### config.mk
export PLATFORM = sky130hd
export DESIGN_NAME = base64_stream_encoder_flat
export DESIGN_NICKNAME = d
export VERILOG_FILES = /design/src/sv/b64e_pkg.sv /design/src/sv/b64e_stream_if.sv /design/src/sv/b64e_front.sv /design/src/sv/b64e_queue.sv /design/src/sv/b64e_back.sv /design/src/sv/base64_stream_encoder.sv /design/src/flat_wrapper.sv
export SDC_FILE = /design/constraint.sdc
export NUM_CORES = 1
export LEC_CHECK = 0
export BUFFER_PORTS_ARGS = -buffer_cell sky130_fd_sc_hd__buf_2
export CELL_PAD_IN_SITES_DETAIL_PLACEMENT = 2
export CELL_PAD_IN_SITES_GLOBAL_PLACEMENT = 2
export CORE_MARGIN = 4
export CORE_UTILIZATION = 35
export CTS_CLUSTER_DIAMETER = 100
export DETAILED_ROUTE_END_ITERATION = 8
export HOLD_SLACK_MARGIN = 0.03
export PLACE_DENSITY_LB_ADDON = 0.1
export SKIP_CTS_REPAIR_TIMING = 1
export SLEW_MARGIN = 25
export SYNTH_ARGS = -nofsm -noshare
export SYNTH_HDL_FRONTEND = slang
export SYNTH_SLANG_ARGS = --single-unit
### constraint.sdc
create_clock -name clk -period 2.05 [get_ports clk]
set_input_delay 0.1025 -clock clk [delete_from_list [all_inputs] [get_ports clk]]
set_output_delay 0.1025 -clock clk [all_outputs]
set_load 0.01 [all_outputs]
### src/sv/b64e_pkg.sv
`timescale 1ns / 1ps

package b64e_pkg;

    localparam logic [6:0] CharPlus  = 7'd43;
    localparam logic [6:0] CharSlash = 7'd47;
    localparam logic [6:0] CharPad   = 7'd61;

    // Position of the next byte within its three-byte group
    typedef enum logic [1:0] {
        PH_FIRST  = 2'd0,
        PH_SECOND = 2'd1,
        PH_THIRD  = 2'd2
    } b64e_phase_t;

    // Characters produced by one byte, handed from front to back
    typedef struct packed {
        logic [3:0][6:0] chars;
        logic [1:0]      last_idx;
        logic            msg_end;
    } b64e_job_t;

    function automatic logic [6:0] sextet_char(input logic [5:0] v);
        logic [6:0] c;
        if (v < 6'd26)
        begin
            c = 7'd65 + {1'b0, v};
        end
        else if (v < 6'd52)
        begin
            c = 7'd71 + {1'b0, v};
        end
        else if (v < 6'd62)
        begin
            c = {1'b0, v} - 7'd4;
        end
        else if (v == 6'd62)
        begin
            c = CharPlus;
        end
        else
        begin
            c = CharSlash;
        end
        return c;
    endfunction

endpackage

### src/sv/b64e_stream_if.sv
`timescale 1ns / 1ps

interface b64e_msg_if;
    logic       valid;
    logic       ready;
    logic [7:0] data_byte;
    logic       end_of_message;

    modport source (output valid, output data_byte, output end_of_message, input ready);
    modport sink (input valid, input data_byte, input end_of_message, output ready);
endinterface

interface b64e_code_if;
    logic       valid;
    logic       ready;
    logic [6:0] code_char;
    logic       final_char;

    modport source (output valid, output code_char, output final_char, input ready);
    modport sink (input valid, input code_char, input final_char, output ready);
endinterface

### src/sv/b64e_front.sv
`timescale 1ns / 1ps

module b64e_front
(
    input  logic               clk,
    input  logic               rst_n,
    input  logic               push,
    input  logic [7:0]         data_byte,
    input  logic               end_of_message,
    output b64e_pkg::b64e_job_t job
);

    b64e_pkg::b64e_phase_t phase_reg;
    b64e_pkg::b64e_phase_t phase_next;
    logic [3:0]            left_reg;
    logic [3:0]            left_next;

    always_ff @(posedge clk or negedge rst_n)
    begin
        if (!rst_n)
        begin
            phase_reg <= b64e_pkg::PH_FIRST;
            left_reg  <= 4'd0;
        end
        else if (push)
        begin
            phase_reg <= phase_next;
            left_reg  <= left_next;
        end
    end

    always_comb
    begin
        job          = '0;
        job.msg_end  = end_of_message;
        phase_next   = b64e_pkg::PH_FIRST;
        left_next    = 4'd0;
        case (phase_reg)
            b64e_pkg::PH_SECOND:
            begin
                job.chars[0] = b64e_pkg::sextet_char({left_reg[1:0], data_byte[7:4]});
                if (end_of_message)
                begin
                    job.chars[1] = b64e_pkg::sextet_char({data_byte[3:0], 2'b00});
                    job.chars[2] = b64e_pkg::CharPad;
                    job.last_idx = 2'd2;
                end
                else
                begin
                    job.last_idx = 2'd0;
                    phase_next   = b64e_pkg::PH_THIRD;
                    left_next    = data_byte[3:0];
                end
            end
            b64e_pkg::PH_THIRD:
            begin
                job.chars[0] = b64e_pkg::sextet_char({left_reg, data_byte[7:6]});
                job.chars[1] = b64e_pkg::sextet_char(data_byte[5:0]);
                job.last_idx = 2'd1;
            end
            default:
            begin
                // unused phase code behaves as the first byte of a group
                job.chars[0] = b64e_pkg::sextet_char(data_byte[7:2]);
                if (end_of_message)
                begin
                    job.chars[1] = b64e_pkg::sextet_char({data_byte[1:0], 4'b0000});
                    job.chars[2] = b64e_pkg::CharPad;
                    job.chars[3] = b64e_pkg::CharPad;
                    job.last_idx = 2'd3;
                end
                else
                begin
                    job.last_idx = 2'd0;
                    phase_next   = b64e_pkg::PH_SECOND;
                    left_next    = {2'b00, data_byte[1:0]};
                end
            end
        endcase
    end

endmodule

### src/sv/b64e_queue.sv
`timescale 1ns / 1ps

module b64e_queue
#(
    parameter int QUEUE_DEPTH = 2
)
(
    input  logic                clk,
    input  logic                rst_n,
    input  logic                push,
    input  b64e_pkg::b64e_job_t push_job,
    output logic                full,
    input  logic                pop,
    output logic                empty,
    output b64e_pkg::b64e_job_t head
);

    localparam int PtrW = (QUEUE_DEPTH > 1) ? $clog2(QUEUE_DEPTH) : 1;
    localparam int CntW = $clog2(QUEUE_DEPTH + 1);

    b64e_pkg::b64e_job_t slots_reg [QUEUE_DEPTH];
    logic [PtrW-1:0]     wr_ptr_reg;
    logic [PtrW-1:0]     wr_ptr_next;
    logic [PtrW-1:0]     rd_ptr_reg;
    logic [PtrW-1:0]     rd_ptr_next;
    logic [CntW-1:0]     count_reg;
    logic [CntW-1:0]     count_next;

    assign full  = (count_reg == CntW'(QUEUE_DEPTH));
    assign empty = (count_reg == '0);
    assign head  = slots_reg[rd_ptr_reg];

    always_comb
    begin
        wr_ptr_next = wr_ptr_reg;
        rd_ptr_next = rd_ptr_reg;
        count_next  = count_reg;
        if (push)
        begin
            wr_ptr_next = (wr_ptr_reg == PtrW'(QUEUE_DEPTH - 1)) ? '0 : wr_ptr_reg + 1'b1;
        end
        if (pop)
        begin
            rd_ptr_next = (rd_ptr_reg == PtrW'(QUEUE_DEPTH - 1)) ? '0 : rd_ptr_reg + 1'b1;
        end
        if (push && !pop)
        begin
            count_next = count_reg + 1'b1;
        end
        else if (pop && !push)
        begin
            count_next = count_reg - 1'b1;
        end
    end

    always_ff @(posedge clk or negedge rst_n)
    begin
        if (!rst_n)
        begin
            wr_ptr_reg <= '0;
            rd_ptr_reg <= '0;
            count_reg  <= '0;
        end
        else
        begin
            wr_ptr_reg <= wr_ptr_next;
            rd_ptr_reg <= rd_ptr_next;
            count_reg  <= count_next;
        end
    end

    always_ff @(posedge clk)
    begin
        if (push)
        begin
            slots_reg[wr_ptr_reg] <= push_job;
        end
    end

endmodule

### src/sv/b64e_back.sv
`timescale 1ns / 1ps

module b64e_back
(
    input  logic                clk,
    input  logic                rst_n,
    input  logic                empty,
    input  b64e_pkg::b64e_job_t head,
    output logic                pop,
    output logic                out_valid,
    input  logic                out_ready,
    output logic [6:0]          code_char,
    output logic                final_char
);

    logic       valid_reg;
    logic       valid_next;
    logic [6:0] char_reg;
    logic [6:0] char_next;
    logic       final_reg;
    logic       final_next;
    logic [1:0] idx_reg;
    logic [1:0] idx_next;
    logic       load;
    logic       at_last;

    assign load    = !valid_reg || out_ready;
    assign at_last = (idx_reg == head.last_idx);

    always_comb
    begin
        valid_next = valid_reg;
        char_next  = char_reg;
        final_next = final_reg;
        idx_next   = idx_reg;
        pop        = 1'b0;
        if (load)
        begin
            valid_next = !empty;
            if (!empty)
            begin
                char_next  = head.chars[idx_reg];
                final_next = head.msg_end && at_last;
                if (at_last)
                begin
                    pop      = 1'b1;
                    idx_next = 2'd0;
                end
                else
                begin
                    idx_next = idx_reg + 2'd1;
                end
            end
        end
    end

    always_ff @(posedge clk or negedge rst_n)
    begin
        if (!rst_n)
        begin
            valid_reg <= 1'b0;
            idx_reg   <= 2'd0;
        end
        else
        begin
            valid_reg <= valid_next;
            idx_reg   <= idx_next;
        end
    end

    always_ff @(posedge clk)
    begin
        char_reg  <= char_next;
        final_reg <= final_next;
    end

    assign out_valid  = valid_reg;
    assign code_char  = char_reg;
    assign final_char = final_reg;

endmodule

### src/sv/base64_stream_encoder.sv
`timescale 1ns / 1ps

// Base64 stream encoder, standard alphabet with '=' padding. Bytes enter on msg, one per
// transaction, and the encoded characters leave on code, one per transaction, with
// final_char set on the character that closes the message (the byte carrying
// end_of_message). The front end takes a byte in every cycle while its job queue has room
// (QUEUE_DEPTH entries) and turns it into one to four characters; the back end drains those
// through a single output register at one character per cycle while code is ready. Each
// character passes through the job queue and then the output register. Sustained
// throughput is set by that output register, which sends four characters for every three
// bytes in mid-message; a final byte yields two to four characters by its group position.
module base64_stream_encoder
#(
    parameter int QUEUE_DEPTH = 2
)
(
    input  logic        clk,
    input  logic        rst_n,
    b64e_msg_if.sink    msg,
    b64e_code_if.source code
);

    b64e_pkg::b64e_job_t front_job;
    b64e_pkg::b64e_job_t head_job;
    logic                q_full;
    logic                q_empty;
    logic                q_push;
    logic                q_pop;

    assign msg.ready = !q_full;
    assign q_push    = msg.valid && !q_full;

    b64e_front u_front
    (
        .clk            (clk),
        .rst_n          (rst_n),
        .push           (q_push),
        .data_byte      (msg.data_byte),
        .end_of_message (msg.end_of_message),
        .job            (front_job)
    );

    b64e_queue #(.QUEUE_DEPTH(QUEUE_DEPTH)) u_queue
    (
        .clk      (clk),
        .rst_n    (rst_n),
        .push     (q_push),
        .push_job (front_job),
        .full     (q_full),
        .pop      (q_pop),
        .empty    (q_empty),
        .head     (head_job)
    );

    b64e_back u_back
    (
        .clk        (clk),
        .rst_n      (rst_n),
        .empty      (q_empty),
        .head       (head_job),
        .pop        (q_pop),
        .out_valid  (code.valid),
        .out_ready  (code.ready),
        .code_char  (code.code_char),
        .final_char (code.final_char)
    );

endmodule

### src/flat_wrapper.sv
// flat-port wrapper written by rule: the top's interface ports become plain ports
module base64_stream_encoder_flat 
#(
    parameter int QUEUE_DEPTH = 2
)
  (clk, rst_n, msg_valid, msg_data_byte, msg_end_of_message, msg_ready, code_valid, code_code_char, code_final_char, code_ready);
  b64e_msg_if msg_i ();
  b64e_code_if code_i ();
  input  logic clk;
  input  logic rst_n;
  input wire logic [$bits(msg_i.valid)-1:0] msg_valid;
  input wire logic [$bits(msg_i.data_byte)-1:0] msg_data_byte;
  input wire logic [$bits(msg_i.end_of_message)-1:0] msg_end_of_message;
  output wire logic [$bits(msg_i.ready)-1:0] msg_ready;
  output wire logic [$bits(code_i.valid)-1:0] code_valid;
  output wire logic [$bits(code_i.code_char)-1:0] code_code_char;
  output wire logic [$bits(code_i.final_char)-1:0] code_final_char;
  input wire logic [$bits(code_i.ready)-1:0] code_ready;
  assign msg_i.valid = msg_valid;
  assign msg_i.data_byte = msg_data_byte;
  assign msg_i.end_of_message = msg_end_of_message;
  assign msg_ready = msg_i.ready;
  assign code_valid = code_i.valid;
  assign code_code_char = code_i.code_char;
  assign code_final_char = code_i.final_char;
  assign code_i.ready = code_ready;
  base64_stream_encoder #(.QUEUE_DEPTH(QUEUE_DEPTH)) u_core (.clk(clk), .rst_n(rst_n), .msg(msg_i), .code(code_i));
endmodule
==> run metrics <==
first-pass GRT wire length 24.45 mm; register area 1649 um2; Yosys Warn Count 0; max incr delay on CP 380 ps; most frequent cells in the layout buf_4 (87), edfxtp_1 (44), nand2_1 (29), inv_1 (24); Placer Congestion 0.8739; clock latency reported for the late side of the worst-skew pair 330 ps; Tot GR Track Use 0.2241; Leak 0.002253 uW; Multi-input gate area 2522 um2; pwr/cell area 1239 nW/um2; GRT overflow 0; setup tns final -112.8 ps; # diodes 0; Port Buffers 22; Reg2Reg Depth 8; failing checks setup timing; H-tree Lvls 3; post-synth net total 474; cell mode on critical path o31a_1; fmax 480.6 MHz; Yosys cell types 71; WL/cell 23.80 um; CTS tree built; 1st-pass router iterations 4; area delta synth->final 31.23%; layout cells sized above 1 0.3346; max_cap viols 0; wirelength, routed 16.23 mm; CP required 2120 ps; initial antenna violation count 0; Seq/Total Area, Yosys 0.3848; most common cell after layout, fill and taps aside buf_4; worst-case clock skew 6.348 ps; final hold violations 0; Worst VDD drop 0.4472 mV; DR iter-0 viols 220; drt via density 5.815; clock sink total 57; max reg flops 36; Worst path slowest cell dfrtp_1; # setup viols final 4; Max Fanout on Critical Path 4; Hold Path Cell Cnt 1; RSZ-0062 raised after global routing yes; largest net degree at the start of global routing 19; final worst-path cycle share 1.015; DRC 0; crit path launch type flop; row count 40; CTS Buf Count 9; Top delay family on crit path compound AO/OA/AOI/OAI gates; worst setup margin -30.57 ps; via count 3966; Hold Path Class input port to flop; core area 12010 um2; Max-slew headroom 0.5764; die height 118.6 um; Buf/Inv on CP 2; WS Path Type flop to flop; width of the die 118.6 um; Post-Syn Area 4279 um2; Most used DFF post-synth edfxtp_1; nets@finish 568; Post-synth EDFFs 44; Crit. End Element flop; post-route ant nets 0; Tmin final 2081 ps; Layout fillers 1271; crit path cell chain inv_2, buf_6, ha_4, nand3b_1, o31a_1, a221oi_2, nor3b_2, o31a_1; status complete, but fails checks; Post-Syn Instances 436; initial core utilization 0.3563; hpwl dp 11.93 mm; Bufs on Longest Clock Path 2; number of global-route vias before repair 4257; I/O pin total 23; Avg Inst Size Synth 9.814 um2; number of synthesized register bits 57; Root Driver clkbuf_16; Worst Max-Slew Pin Slew 630.6 ps; Worst Hold Slack 114.2 ps; fraction of registers with async set/reset 0.2281; total stage count of the critical path 8; final slew viol count 0; Clock transition at path regs 50 ps; die area 14060 um2; Worst Path Arrival 2150 ps
synth_stat cells, types with 4 or more instances:
library cell	n	share of area
a211oi_1	12	0.021
a21o_1	6	0.011
a21oi_1	19	0.022
a21oi_2	4	0.0082
a22o_1	4	0.0082
a31oi_1	9	0.013
a32oi_1	5	0.010
buf_2	16	0.019
buf_4	6	0.011
clkbuf_1	7	0.0061
dfrtp_1	13	0.076
edfxtp_1	44	0.31
ha_1	25	0.073
inv_1	28	0.025
mux2i_1	9	0.021
mux4_2	7	0.037
nand2_1	31	0.027
nand2b_1	11	0.016
nand3_1	13	0.015
nand4_1	4	0.0058
nor2_1	15	0.013
nor2b_1	10	0.015
nor3_1	13	0.015
o211ai_1	6	0.011
o21ai_0	24	0.028
o221ai_1	4	0.0082
xnor2_1	17	0.035
logic make-up after synthesis:
group / share of synthesized area
AND/OR/NAND/NOR: 0.1488
buffers and inverters: 0.06696
multiplexers: 0.06053
AO/OA/AOI/OAI: 0.2249
adder cells (fa/ha/maj): 0.07310
flip-flops: 0.3848
XOR/XNOR: 0.04094
metal layers:
metal | GRT usage | wire [um] | vias to the layer above | part of all wire
li1 | - | - | 1827 | -
met1 | 0.2920 | 7096 | 2027 | 0.44
met2 | 0.3908 | 8304 | 91 | 0.51
met3 | 0.02919 | 540 | 21 | 0.033
met4 | 0.06010 | 288 | 0 | 0.018
met5 | 0 | 0 | - | 0
final cells by class:
type	instances	area share
well taps	147	0.03275
repair buffers	115	0.1491
multi-input cells	318	0.4492
inverters	29	0.01983
clock inverters	6	0.01471
flip-flops and latches	57	0.2937
clock buffers	10	0.04078
report_power, final:
group          switching, uW  total (uW)  internal (uW)  leakage (uW)
Clock                    528        1580           1060      0.000154
Sequential               220        2080           1860      0.000576
Combinational           1870        3290           1430       0.00152
worst paths after layout:
path | start | to | slack (ps)
max in group asynchronous | rst_n | u_core.u_front.left_reg[0] | 1580
worst max register to register | u_core.u_front.left_reg[1] | u_core.u_queue.slots_reg[0][7] | -30
min in group asynchronous | rst_n | u_core.u_queue.count_reg[1] | 200
worst min register to register | u_core.u_queue.count_reg[1] | u_core.u_queue.count_reg[1] | 520
worst min-delay path | msg_end_of_message | u_core.u_queue.slots_reg[0][0] | 110
worst max-delay path | u_core.u_front.left_reg[1] | u_core.u_queue.slots_reg[0][7] | -30
metrics by stage:
step	setup slack (ps)	area, um2	total power, uW	cells	util
floorplan	1.437	4312	3823	436	-
global placement	-152.3	5051	4944	656	0.4205
detailed placement	-134.6	5051	5084	656	0.4205
CTS	-158.4	5363	6738	672	0.4465
global route	-132.1	5615	7346	682	0.4675
finish	-30.57	5615	6956	682	0.4675
worst reg2reg max path, delay by kind of cell (launching register included):
family | cells | cell delay (ps)
buf+inv | 2 | 180
compound gates | 3 | 770
simple gates | 2 | 340
fa+ha+maj | 1 | 150
flops | 1 | 380
No activity file was read; power rests on OpenSTA's default activity.
